[src/hdl/fwh_pkg.sv]
// Shared types, widths and reset values of the fixed-width histogram.
package fwh_pkg;

  // Bucket store geometry and field widths.
  localparam int MAX_BUCKETS = 64;
  localparam int BKT_W       = $clog2(MAX_BUCKETS);
  localparam int NUSE_W      = BKT_W + 1;
  localparam int BCFG_W      = 7;
  localparam int SAMPLE_W    = 32;
  localparam int CNT_W       = 32;
  localparam int SUM_W       = 64;
  localparam int MEAN_W      = 32;
  localparam int CFG_W       = 32;
  localparam int CFG_IDX_W   = 2;
  localparam int PROD_W      = SAMPLE_W + BKT_W;
  localparam int DSTEP_W     = $clog2(BKT_W);
  localparam int MSTEP_W     = $clog2(MEAN_W);

  // Reset values of the configuration registers.
  localparam logic signed [SAMPLE_W-1:0] RANGE_LOW_RST  = SAMPLE_W'(0);
  localparam logic signed [SAMPLE_W-1:0] RANGE_HIGH_RST = SAMPLE_W'(1000000);
  localparam logic [BCFG_W-1:0]          BUCKETS_RST    = BCFG_W'(64);

  // Saturation limits.
  localparam logic [CNT_W-1:0]          CNT_MAX  = '1;
  localparam logic signed [SUM_W-1:0]   SUM_MAX  = {1'b0, {(SUM_W-1){1'b1}}};
  localparam logic signed [SUM_W-1:0]   SUM_MIN  = {1'b1, {(SUM_W-1){1'b0}}};
  localparam logic signed [MEAN_W-1:0]  MEAN_MAX = {1'b0, {(MEAN_W-1){1'b1}}};
  localparam logic signed [MEAN_W-1:0]  MEAN_MIN = {1'b1, {(MEAN_W-1){1'b0}}};

  // Item kinds.
  localparam logic KIND_ADD  = 1'b0;
  localparam logic KIND_READ = 1'b1;

  // Configuration register indexes.
  typedef enum logic [CFG_IDX_W-1:0] {
    REG_RANGE_LOW  = 2'd0,
    REG_RANGE_HIGH = 2'd1,
    REG_BUCKETS    = 2'd2
  } cfg_reg_e;

  // One input item.
  typedef struct packed {
    logic                       kind;
    logic signed [SAMPLE_W-1:0] sample;
    logic [BKT_W-1:0]           read_index;
  } in_item_t;

  // One result item.
  typedef struct packed {
    logic                       is_outlier;
    logic [BKT_W-1:0]           bucket_index;
    logic [CNT_W-1:0]           bucket_value;
    logic signed [SAMPLE_W-1:0] min_seen;
    logic signed [SAMPLE_W-1:0] max_seen;
    logic [CNT_W-1:0]           total_count;
    logic signed [SUM_W-1:0]    sample_sum;
    logic [CNT_W-1:0]           outlier_count;
    logic signed [MEAN_W-1:0]   mean_value;
  } out_item_t;

endpackage

[src/hdl/fwh_mean_div.sv]
// Bit-serial divider that turns the running sum and count into the truncated mean.
module fwh_mean_div (
  input  logic                               clk_i,
  input  logic                               rst_ni,
  input  logic                               start_i,
  input  logic signed [fwh_pkg::SUM_W-1:0]   sum_i,
  input  logic [fwh_pkg::CNT_W-1:0]          count_i,
  output logic                               done_o,
  output logic signed [fwh_pkg::MEAN_W-1:0]  mean_o
);

  logic                              busy_q;
  logic                              fin_q;
  logic                              done_q;
  logic signed [fwh_pkg::MEAN_W-1:0] mean_q;
  logic                              neg_q;
  logic [fwh_pkg::CNT_W-1:0]         rem_q;
  logic [fwh_pkg::MEAN_W-1:0]        lo_q;
  logic [fwh_pkg::MEAN_W-1:0]        quo_q;
  logic [fwh_pkg::CNT_W-1:0]         div_q;
  logic [fwh_pkg::MSTEP_W-1:0]       step_q;

  logic [fwh_pkg::SUM_W-1:0]         mag;
  logic                              ovf;
  logic [fwh_pkg::CNT_W:0]           trial;
  logic [fwh_pkg::CNT_W:0]           diff;
  logic                              ge;
  logic                              last_step;
  logic signed [fwh_pkg::MEAN_W-1:0] sat_res;

  // Magnitude of the sum; a quotient of 2^32 or more is known from the high half alone.
  assign mag = sum_i[fwh_pkg::SUM_W-1] ? (~sum_i + fwh_pkg::SUM_W'(1)) : sum_i;
  assign ovf = mag[fwh_pkg::SUM_W-1:fwh_pkg::MEAN_W] >= count_i;

  // One restoring step per cycle.
  assign trial = {rem_q, lo_q[fwh_pkg::MEAN_W-1]};
  assign diff  = trial - {1'b0, div_q};
  assign ge    = trial >= {1'b0, div_q};

  assign last_step = step_q == fwh_pkg::MSTEP_W'(fwh_pkg::MEAN_W - 1);

  // Apply the sign and clamp to the signed 32-bit limits.
  always_comb begin
    if (neg_q) begin
      if (quo_q > fwh_pkg::MEAN_MIN) begin
        sat_res = fwh_pkg::MEAN_MIN;
      end else begin
        sat_res = ~quo_q + fwh_pkg::MEAN_W'(1);
      end
    end else if (quo_q[fwh_pkg::MEAN_W-1]) begin
      sat_res = fwh_pkg::MEAN_MAX;
    end else begin
      sat_res = quo_q;
    end
  end

  // Sequencing and the held mean.
  always_ff @(posedge clk_i or negedge rst_ni) begin
    if (!rst_ni) begin
      busy_q <= 1'b0;
      fin_q  <= 1'b0;
      done_q <= 1'b0;
      step_q <= '0;
      mean_q <= '0;
    end else begin
      done_q <= (start_i && ovf) || (!start_i && !busy_q && fin_q);
      fin_q  <= !start_i && busy_q && last_step;
      if (start_i) begin
        step_q <= '0;
        if (ovf) begin
          mean_q <= sum_i[fwh_pkg::SUM_W-1] ? fwh_pkg::MEAN_MIN : fwh_pkg::MEAN_MAX;
        end else begin
          busy_q <= 1'b1;
        end
      end else if (busy_q) begin
        step_q <= step_q + fwh_pkg::MSTEP_W'(1);
        if (last_step) begin
          busy_q <= 1'b0;
        end
      end else if (fin_q) begin
        mean_q <= sat_res;
      end
    end
  end

  // Operand and partial remainder registers.
  always_ff @(posedge clk_i) begin
    if (start_i) begin
      neg_q <= sum_i[fwh_pkg::SUM_W-1];
      div_q <= count_i;
      rem_q <= mag[fwh_pkg::SUM_W-1:fwh_pkg::MEAN_W];
      lo_q  <= mag[fwh_pkg::MEAN_W-1:0];
      quo_q <= '0;
    end else if (busy_q) begin
      rem_q <= ge ? diff[fwh_pkg::CNT_W-1:0] : trial[fwh_pkg::CNT_W-1:0];
      lo_q  <= {lo_q[fwh_pkg::MEAN_W-2:0], 1'b0};
      quo_q <= {quo_q[fwh_pkg::MEAN_W-2:0], ge};
    end
  end

  assign done_o = done_q;
  assign mean_o = mean_q;

  // A new division never starts over one that is still running.
  a_start_idle: assert property (@(posedge clk_i) disable iff (!rst_ni)
    start_i |-> (!busy_q && !fin_q))
    else $error("mean division started while busy");

  // Completion is a single-cycle pulse.
  a_done_pulse: assert property (@(posedge clk_i) disable iff (!rst_ni)
    done_q |=> !done_q)
    else $error("mean done held longer than one cycle");

  // A non-negative sum never yields a negative mean.
  a_pos_mean: assert property (@(posedge clk_i) disable iff (!rst_ni)
    (done_q && !neg_q && !$past(start_i)) |-> !mean_q[fwh_pkg::MEAN_W-1])
    else $error("negative mean from a non-negative sum");

endmodule

[src/hdl/fixed_width_histogram.sv]
// Fixed-width bin histogram: bucket store, running statistics and result register.
//
//   channel  signals                               direction
//   in       in_valid_i, in_stall_o, in_data_i     item in: add a sample or read a bucket
//   out      out_valid_o, out_stall_i, out_data_o  result item with bucket and statistics
//   cfg      cfg_we_i, cfg_idx_i, cfg_data_i       range_low, range_high, bucket_count
//
// One item is worked at a time. An outlier goes straight to the result, and a bucket read
// only reads the store. An in-range sample passes the bucket division (one quotient bit
// a cycle), the bucket store read and write-back, and the bit-serial mean divider, which
// takes longest.
// The next item is taken while the previous result still waits at the output.
// Reset sets the statistics, the bucket valid bits and the configuration registers at once.
module fixed_width_histogram (
  input  logic                               clk_i,
  input  logic                               rst_ni,
  input  logic                               in_valid_i,
  output logic                               in_stall_o,
  input  fwh_pkg::in_item_t                  in_data_i,
  output logic                               out_valid_o,
  input  logic                               out_stall_i,
  output fwh_pkg::out_item_t                 out_data_o,
  input  logic                               cfg_we_i,
  input  logic [fwh_pkg::CFG_IDX_W-1:0]      cfg_idx_i,
  input  logic [fwh_pkg::CFG_W-1:0]          cfg_data_i
);

  typedef enum logic [7:0] {
    S_IDLE = 8'b0000_0001,
    S_PREP = 8'b0000_0010,
    S_MUL  = 8'b0000_0100,
    S_DIV  = 8'b0000_1000,
    S_RD   = 8'b0001_0000,
    S_UPD  = 8'b0010_0000,
    S_MEAN = 8'b0100_0000,
    S_DONE = 8'b1000_0000
  } state_e;

  state_e state_q;

  // Configuration registers.
  logic signed [fwh_pkg::SAMPLE_W-1:0] low_q;
  logic signed [fwh_pkg::SAMPLE_W-1:0] high_q;
  logic [fwh_pkg::BCFG_W-1:0]          bc_q;

  // Running statistics.
  logic signed [fwh_pkg::SAMPLE_W-1:0] min_q;
  logic signed [fwh_pkg::SAMPLE_W-1:0] max_q;
  logic [fwh_pkg::CNT_W-1:0]           total_q;
  logic signed [fwh_pkg::SUM_W-1:0]    sum_q;
  logic [fwh_pkg::CNT_W-1:0]           outl_q;

  // Bucket store with one valid bit per entry.
  logic [fwh_pkg::CNT_W-1:0]           mem_q [fwh_pkg::MAX_BUCKETS];
  logic [fwh_pkg::MAX_BUCKETS-1:0]     bvld_q;
  logic [fwh_pkg::CNT_W-1:0]           rdata_q;
  logic                                rvld_q;

  // Per-item working registers.
  fwh_pkg::in_item_t                   item_q;
  logic [fwh_pkg::SAMPLE_W-1:0]        num_q;
  logic [fwh_pkg::SAMPLE_W-1:0]        den_q;
  logic [fwh_pkg::PROD_W-1:0]          rem_q;
  logic [fwh_pkg::PROD_W-1:0]          dsh_q;
  logic [fwh_pkg::DSTEP_W-1:0]         dstep_q;
  logic [fwh_pkg::BKT_W-1:0]           addr_q;
  logic                                flag_q;
  logic [fwh_pkg::CNT_W-1:0]           bval_q;
  logic                                div_start_q;

  // Result register.
  fwh_pkg::out_item_t                  out_q;
  logic                                out_vld_q;

  logic [fwh_pkg::NUSE_W-1:0]          n_use;
  logic [fwh_pkg::BKT_W-1:0]           last_bkt;
  logic                                in_range;
  logic                                at_high;
  logic                                ge;
  logic [fwh_pkg::CNT_W-1:0]           cur;
  logic [fwh_pkg::CNT_W-1:0]           cur_inc;
  logic signed [fwh_pkg::SUM_W-1:0]    sx;
  logic signed [fwh_pkg::SUM_W:0]      sum_ext;
  logic signed [fwh_pkg::SUM_W-1:0]    sum_sat;
  logic                                out_free;
  logic                                mem_we;
  logic                                div_done;
  logic signed [fwh_pkg::MEAN_W-1:0]   mean;

  // Buckets in use: zero means one, anything above the store means the store size.
  always_comb begin
    if (bc_q == '0) begin
      n_use = fwh_pkg::NUSE_W'(1);
    end else if (fwh_pkg::NUSE_W'(bc_q) > fwh_pkg::NUSE_W'(fwh_pkg::MAX_BUCKETS)) begin
      n_use = fwh_pkg::NUSE_W'(fwh_pkg::MAX_BUCKETS);
    end else begin
      n_use = fwh_pkg::NUSE_W'(bc_q);
    end
  end
  assign last_bkt = fwh_pkg::BKT_W'(n_use - fwh_pkg::NUSE_W'(1));

  // Range check of the held sample.
  assign in_range = (item_q.sample >= low_q) && (item_q.sample <= high_q);
  assign at_high  = item_q.sample == high_q;

  // Quotient step: the shifted divisor is compared once per cycle.
  assign ge = rem_q >= dsh_q;

  // Read-modify-write of one bucket; an entry never written reads as zero.
  assign cur     = rvld_q ? rdata_q : '0;
  assign cur_inc = (cur == fwh_pkg::CNT_MAX) ? cur : cur + fwh_pkg::CNT_W'(1);
  assign mem_we  = (state_q == S_UPD) && (item_q.kind == fwh_pkg::KIND_ADD);

  // Saturating sum update.
  assign sx      = fwh_pkg::SUM_W'(item_q.sample);
  assign sum_ext = {sum_q[fwh_pkg::SUM_W-1], sum_q} + {sx[fwh_pkg::SUM_W-1], sx};
  always_comb begin
    if (sum_ext[fwh_pkg::SUM_W] != sum_ext[fwh_pkg::SUM_W-1]) begin
      sum_sat = sum_ext[fwh_pkg::SUM_W] ? fwh_pkg::SUM_MIN : fwh_pkg::SUM_MAX;
    end else begin
      sum_sat = sum_ext[fwh_pkg::SUM_W-1:0];
    end
  end

  assign out_free = !out_vld_q || !out_stall_i;

  // Mean of the running statistics, refreshed after each in-range sample.
  fwh_mean_div u_mean_div (
    .clk_i   (clk_i),
    .rst_ni  (rst_ni),
    .start_i (div_start_q),
    .sum_i   (sum_q),
    .count_i (total_q),
    .done_o  (div_done),
    .mean_o  (mean)
  );

  // Sequencer, configuration, statistics and valid bits.
  always_ff @(posedge clk_i or negedge rst_ni) begin
    if (!rst_ni) begin
      state_q     <= S_IDLE;
      low_q       <= fwh_pkg::RANGE_LOW_RST;
      high_q      <= fwh_pkg::RANGE_HIGH_RST;
      bc_q        <= fwh_pkg::BUCKETS_RST;
      min_q       <= fwh_pkg::RANGE_HIGH_RST;
      max_q       <= fwh_pkg::RANGE_LOW_RST;
      total_q     <= '0;
      sum_q       <= '0;
      outl_q      <= '0;
      bvld_q      <= '0;
      div_start_q <= 1'b0;
      out_vld_q   <= 1'b0;
    end else begin
      // The mean division starts right after a sample updates the statistics.
      div_start_q <= mem_we;
      if (out_vld_q && !out_stall_i && state_q != S_DONE) begin
        out_vld_q <= 1'b0;
      end

      if (cfg_we_i) begin
        unique case (cfg_idx_i)
          fwh_pkg::REG_RANGE_LOW:  low_q  <= cfg_data_i;
          fwh_pkg::REG_RANGE_HIGH: high_q <= cfg_data_i;
          fwh_pkg::REG_BUCKETS:    bc_q   <= cfg_data_i[fwh_pkg::BCFG_W-1:0];
          default: ;
        endcase
      end

      unique case (state_q)
        S_IDLE: begin
          if (in_valid_i) begin
            state_q <= S_PREP;
          end
        end
        S_PREP: begin
          if (item_q.kind == fwh_pkg::KIND_READ) begin
            state_q <= S_RD;
          end else if (!in_range) begin
            if (outl_q != fwh_pkg::CNT_MAX) begin
              outl_q <= outl_q + fwh_pkg::CNT_W'(1);
            end
            state_q <= S_DONE;
          end else if (at_high) begin
            state_q <= S_RD;
          end else begin
            state_q <= S_MUL;
          end
        end
        S_MUL: begin
          state_q <= S_DIV;
        end
        S_DIV: begin
          if (dstep_q == fwh_pkg::DSTEP_W'(fwh_pkg::BKT_W - 1)) begin
            state_q <= S_RD;
          end
        end
        S_RD: begin
          state_q <= S_UPD;
        end
        S_UPD: begin
          if (item_q.kind == fwh_pkg::KIND_ADD) begin
            bvld_q[addr_q] <= 1'b1;
            if (item_q.sample < min_q) begin
              min_q <= item_q.sample;
            end
            if (item_q.sample > max_q) begin
              max_q <= item_q.sample;
            end
            if (total_q != fwh_pkg::CNT_MAX) begin
              total_q <= total_q + fwh_pkg::CNT_W'(1);
            end
            sum_q   <= sum_sat;
            state_q <= S_MEAN;
          end else begin
            state_q <= S_DONE;
          end
        end
        S_MEAN: begin
          if (div_done) begin
            state_q <= S_DONE;
          end
        end
        S_DONE: begin
          if (out_free) begin
            out_vld_q <= 1'b1;
            state_q   <= S_IDLE;
          end
        end
        default: begin
          state_q <= S_IDLE;
        end
      endcase
    end
  end

  // Datapath registers of the item in flight.
  always_ff @(posedge clk_i) begin
    if (state_q == S_IDLE && in_valid_i) begin
      item_q <= in_data_i;
    end

    case (state_q)
      S_PREP: begin
        num_q  <= item_q.sample - low_q;
        den_q  <= high_q - low_q;
        flag_q <= (item_q.kind == fwh_pkg::KIND_ADD) && !in_range;
        if (item_q.kind == fwh_pkg::KIND_READ) begin
          addr_q <= item_q.read_index;
        end else if (!in_range) begin
          addr_q <= '0;
          bval_q <= '0;
        end else begin
          addr_q <= last_bkt;
        end
      end
      S_MUL: begin
        // Quotient is below the bucket count, since the offset is below the width.
        rem_q   <= fwh_pkg::PROD_W'(num_q) * fwh_pkg::PROD_W'(n_use);
        dsh_q   <= fwh_pkg::PROD_W'(den_q) << (fwh_pkg::BKT_W - 1);
        dstep_q <= '0;
        addr_q  <= '0;
      end
      S_DIV: begin
        if (ge) begin
          rem_q <= rem_q - dsh_q;
        end
        dsh_q   <= dsh_q >> 1;
        dstep_q <= dstep_q + fwh_pkg::DSTEP_W'(1);
        addr_q  <= {addr_q[fwh_pkg::BKT_W-2:0], ge};
      end
      S_RD: begin
        rdata_q <= mem_q[addr_q];
        rvld_q  <= bvld_q[addr_q];
      end
      S_UPD: begin
        bval_q <= (item_q.kind == fwh_pkg::KIND_ADD) ? cur_inc : cur;
      end
      default: ;
    endcase

    if (mem_we) begin
      mem_q[addr_q] <= cur_inc;
    end

    if (state_q == S_DONE && out_free) begin
      out_q.is_outlier    <= flag_q;
      out_q.bucket_index  <= addr_q;
      out_q.bucket_value  <= bval_q;
      out_q.min_seen      <= min_q;
      out_q.max_seen      <= max_q;
      out_q.total_count   <= total_q;
      out_q.sample_sum    <= sum_q;
      out_q.outlier_count <= outl_q;
      out_q.mean_value    <= mean;
    end
  end

  assign in_stall_o  = state_q != S_IDLE;
  assign out_valid_o = out_vld_q;
  assign out_data_o  = out_q;

  // Only a sample item ever writes the bucket store.
  a_we_add: assert property (@(posedge clk_i) disable iff (!rst_ni)
    mem_we |-> (item_q.kind == fwh_pkg::KIND_ADD && !flag_q))
    else $error("bucket store written by a read or outlier item");

  // The in-range count never decreases.
  a_total_mono: assert property (@(posedge clk_i) disable iff (!rst_ni)
    1'b1 |=> total_q >= $past(total_q))
    else $error("in-range count went down");

  // The mean divider only finishes while the sequencer waits for it.
  a_div_wait: assert property (@(posedge clk_i) disable iff (!rst_ni)
    div_done |-> state_q == S_MEAN)
    else $error("mean divider finished outside its wait state");

  // A result is loaded only into a free output register.
  a_out_free: assert property (@(posedge clk_i) disable iff (!rst_ni)
    (state_q == S_DONE && out_vld_q && out_stall_i) |=> state_q == S_DONE)
    else $error("result overwritten while still waiting");

endmodule

[config.mk]
export PLATFORM = sky130hd
export DESIGN_NAME = fixed_width_histogram
export DESIGN_NICKNAME = d
export VERILOG_FILES = /design/src/hdl/fwh_pkg.sv /design/src/hdl/fwh_mean_div.sv /design/src/hdl/fixed_width_histogram.sv
export SDC_FILE = /design/constraint.sdc
export NUM_CORES = 2
export LEC_CHECK = 0
export BUFFER_PORTS_ARGS = -buffer_cell sky130_fd_sc_hd__buf_2
export CORE_ASPECT_RATIO = 0.6
export CORE_UTILIZATION = 50
export CTS_CLUSTER_SIZE = 14
export DETAILED_ROUTE_END_ITERATION = 7
export PLACE_DENSITY = 0.77
export SYNTH_ARGS = -nofsm -noshare
export SYNTH_HDL_FRONTEND = slang
export SYNTH_SLANG_ARGS = --single-unit
[constraint.sdc]
create_clock -name clk_i -period 41.4 [get_ports clk_i]
set_input_delay 6.21 -clock clk_i [delete_from_list [all_inputs] [get_ports clk_i]]
set_output_delay 6.21 -clock clk_i [all_outputs]
set_load 0.005 [all_outputs]
# == After elaboration in Yosys (flattened, before gate mapping) ==
# Memory sizes are Yosys's and may differ from the RTL's. A register that Yosys moved wholly into a read port is not among the register bits.
# Index checks and enable logic that the tools add are counted.
# word_totals
out_inout_bits,265
mem_bits_rw,2048
regBits,991
in_bits,78
latchBits,0
memories,1
mem_bits_ro,0
# memory_table
memory,depth,width,read_ports,rd_clocked_by_memory_dff,wr,line,source
mem_q,64,32,1,1,1,fixed_width_histogram.sv:54,logic [fwh_pkg::CNT_W-1:0] mem_q [fwh_pkg::MAX_BUCKETS];
# op_classes
mul,1
n_reduce_logical,39
n_shift,0
addsub,13
muxes,55
div_mod_pow,0
n_lt_le_gt_ge,11
n_eq_ne,29
n_bitwise,5
# op_table
cell,n
$mux 32,17
$mux 64,3
$pmux 38 s2,2
$add 32x1->32 const B,4
$sub 32x32->32,3
$add 64x32->65,1
$add 64x2->64 const B,1
$ge 32x32->1,2
$ne 32x32->1 const B,2
$not 64->64,1
$or 64x64->64,1
$pmux 32 s2,1
$pmux 8 s8,1
$mux 8,7
$ge 38x38->1,1
$mul 32x7->38,1
$mux 38,1
$sub 38x38->38,1
$ge 33x32->1,1
$eq 32x32->1,1
$eq 32x32->1 const B,1
$gt 32x32->1,1
$gt 32x32->1 const B,1
$le 32x32->1,1
other kinds (45),97

# == Longest topological paths before layout ==
# depth
ltp_word,7
depth_mapped,23
ltp_nobuf,22

# == Cells and area by module ==
# A second synthesis with hierarchy kept.
# hier_totals
hier_cells,9889
hier_area_um2,135821.5
# by_module_without_submodules
mod,area_each_um2,cells_each,seq_area_each_um2,instances
fixed_width_histogram,123983.9,8580,85447.0,1
fwh_mean_div,11837.6,1309,4554.4,1

# == Worst setup path before layout ==
# No wires, ideal clock.
# synth_timing
kind,input to register
from,input out_stall_i
to,register out_q (netlist bit out_data_o[0]) (enable)
arrival_ns,18.523
path_slack_ns,21.903
cell_stages,1
path_cell_list,a21oi_1
# synth_between
elab_chain_cells,3
# synth_rtl
item,line,source
start: declaration,fixed_width_histogram.sv:21,"input logic out_stall_i,"
$logic_not 1->1,fixed_width_histogram.sv:125,assign out_free = !out_vld_q || !out_stall_i;
$logic_or 1x1->1,fixed_width_histogram.sv:125,
$logic_and 1x1->1,fixed_width_histogram.sv:285,if (state_q == S_DONE && out_free) begin
end: declaration,fixed_width_histogram.sv:72,fwh_pkg::out_item_t out_q;
# No other way between the ends.
# A chain may end at the register's enable or synchronous reset.

# == Final worst setup path ==
# layout_timing
from,register state_q[2]
to,output in_stall_o
# layout_between
elab_chain_cells,1
# layout_rtl
item,line,source
start: declaration,fixed_width_histogram.sv:39,state_e state_q;
start signal: assignment,fixed_width_histogram.sv:141,state_q <= S_IDLE;
start signal: assignment,fixed_width_histogram.sv:172,state_q <= S_PREP;
start signal: assignment,fixed_width_histogram.sv:177,state_q <= S_RD;
$ne 8x1->1,fixed_width_histogram.sv:298,assign in_stall_o = state_q != S_IDLE;
end: declaration,fixed_width_histogram.sv:18,"output logic in_stall_o,"
# No other way between the ends.

==> metrics <==
Reg clk slew, reported paths=0.06 ns; Starting Density=50.5%; GP Congestion=0.950; # IOs=343; Mapped Area=134000 um2; Num CTS Buffers=288; RSZ-0062 raised after global routing=no; H-tree levels=5; Crit. End Element=output pin; CTS Root Cell=clkbuf_16; Core ar.=265000 um2; number of synthesized register bits=3070; WP buf/inv=1; first-pass GRT wire length=590 mm; Gates resized, CTS repair=0; drt wl/cell=29.7 um; Yosys top cell by area=edfxtp_1; GR Util All Layers=29.6%; Setup TNS=0 ns; Startpoint Class=flop; total grt overflow=0; maximum operating frequency=0.113 GHz; largest net degree at the start of global routing=144; Cell Area, Placed=141000 um2; share of the synthesized area in the top cell type=59.6%; total routed wirelength=409 mm; worst-margin pin slew=1.47 ns; Tmin final=8.84 ns; Main synth FF type=edfxtp_1; Finished Cell Area=150000 um2; Die Area=270000 um2; IR drop worst, VDD=67.9 uV; sequential-to-total area share from yosys stat=67.1%; later-pin clock latency in the skew report=0.91 ns; Critical Path Max Stage Delay=0.72 ns; total of max-cap violations=2; Port Buffers=342; hold crit path type=reg -> reg; hold_buf cts=0; Layout area overhead=12.1%; routed vias=90500; Post-synth EDFFs=2661; Synth Warn #=0; failing checks=design-rule violations, max-capacitance violations, max-slew violations; Die Y=403 um; die width=670 um; syn_area_per_cell=14.0 um2; count of final hold-check violations=0; TritonCTS clock tree=built; DRT iter0 DRCs=14100; Setup CP Type=reg -> out; # rows=146; final setup violation count=0; CP Max Fanout=6; distinct cell type count after synthesis=82; status=finished with violations; initial antenna violation count=33; Slew Limit Fails=1; Sink Count=3070; P_leak=54.2 nW; Pre-Repair DR Iteration Count=8; vias per cell=6.57; Max stage delay cell, worst path=nor4_1; Post-DP HPWL=257 mm; Routed Antenna Nets=0; Pwr Density=58.5 nW/um2; Net Count, Synth=10200; largest cells by area after synthesis=edfxtp_1 60%, dfrtp_1 6.7%, a22oi_1 3.9%; Layout Skew=0.104 ns; worst-case clock buffer depth=4; Final Cycle Share=21.4%; Worst EP arrival=2.63 ns; headroom to the max-slew limit=-0.585%; vias in the first global route=86900; CP top delay family=simple AND/OR/NAND/NOR gates; Mapped Cells=9591; layout cells sized above 1=12.9%; Residual DRC=3; Reg2Reg Setup Slack=34.04 ns; Final nets=10600; Synth async-reset ratio=12.3%; hold slack final=0.416 ns; Req. time, crit path=35.19 ns; postcts setup bufs=0; worst-path cell chain=nor4_1 -> nand4b_1 -> buf_2
## sequential cells by signal, indices dropped and copies added, names as in the netlist, 37 cells and up
register,count
out_data_o,263
bvld_q,64
item_q,39
mem_q,2048
dsh_q,37
rem_q,38
sum_q,64
## cell families after synthesis
family	synth area share, %
buffers and inverters	2.53
DFF	67.1
muxes	1.47
AOI/OAI and AO/OA	13.1
and+or+nand+nor	7.23
adders and majority gates	5.91
xor gates and xnor gates	2.58
## metrics by stage
step / util (%) / cells / power (mW) / setup WS [ns]
3_3_place_gp: 53.3 / 13300 / 6.09 / 32.36
2_1_floorplan: - / 9591 / 5.24 / 21.90
5_1_grt: 56.6 / 13800 / 9.12 / 32.45
4_1_cts: 56.6 / 13800 / 8.70 / 32.54
6_report: 56.6 / 13800 / 8.79 / 32.56
3_5_place_dp: 53.3 / 13300 / 6.14 / 32.17
## metal layers
metal  track usage [%]  share of wire (%)
met1              43.6                 39
met2              40.2                 40
met3              10.4                 16
met4              11.2                4.2
met5             0.565              0.080
## power breakdown
part / total, mW / internal [mW] / switching, mW
logic: 2.55 / 0.852 / 1.69
registers: 3.65 / 3.52 / 0.133
clock network: 2.60 / 1.45 / 1.15
total: 8.79 / 5.81 / 2.98
## synthesized netlist by cell type (all sizes together) (124+ instances only)
master / instances
fa: 153
nor2: 480
mux2: 124
a221oi: 193
a21o: 149
nand3: 158
nand2: 477
ha: 388
and2: 192
a31oi: 188
o21ai: 283
edfxtp: 2661
a22oi: 694
a22o: 189
dfrtp: 361
a21oi: 485
nand4: 142
inv: 451
clkbuf: 358
xor2: 161
xnor2: 234
## worst reg2reg max path: stages (launching register included)
cell,delay [ns]
dfstp_2,1.09
nor2b_2,0.12
buf_4,0.28
and2_1,0.25
fa_1,0.55
fa_1,0.44
fa_1,0.55
inv_1,0.06
fa_1,0.53
inv_1,0.04
ha_1,0.34
or4_1,0.50
o21ai_0,0.12
a211oi_1,0.15
o2111a_1,0.32
a211o_1,0.27
a21oi_1,0.30
o21bai_1,0.15
a31o_2,0.28
a31oi_1,0.19
xor2_1,0.41
mux2i_1,0.14
## cell usage in the layout, fill, tap and decap left out, drive strengths merged, types with 41 or more instances in the layout
master	n
a31oi	188
nand4	142
or3	54
mux2	124
nor2	480
edfxtp	2661
clkinv	58
and2	192
nand2	477
clkbuf	417
nor3	96
nor4	45
ha	388
or2	82
a21o	149
fa	153
a22o	189
o21a	41
xor2	161
a221oi	193
and3	42
mux2i	57
a22oi	694
nand3	158
inv	464
dfrtp	361
buf	559
xnor2	234
a21oi	485
o22ai	68
nor2b	56
o21ai	283
## cell type report
class	instances	area (um2)
Multi-Input combinational cell	5620	41700
Fill cell	20300	115000
Sequential cell	3070	90000
Clock buffer	417	8140
Antenna cell	14	35.0
Tap cell	3552	4440
Inverter	453	1700
Timing Repair Buffer	559	3430
Clock inverter	84	820
## path summary, 6_finish.rpt
kind	startpoint	endpoint	cells after the start
setup / recovery	state_q[2]	in_stall_o	3
hold / removal	bval_q[3]	out_data_o[227]	0
setup reg to reg	bc_q[6]	rem_q[36]	21
hold reg to reg	bval_q[3]	out_data_o[227]	0
max in group asynchronous	rst_ni	outl_q[20]	4
min in group asynchronous	rst_ni	total_q[23]	1
Note: power is estimated with default switching activity, not from simulation.
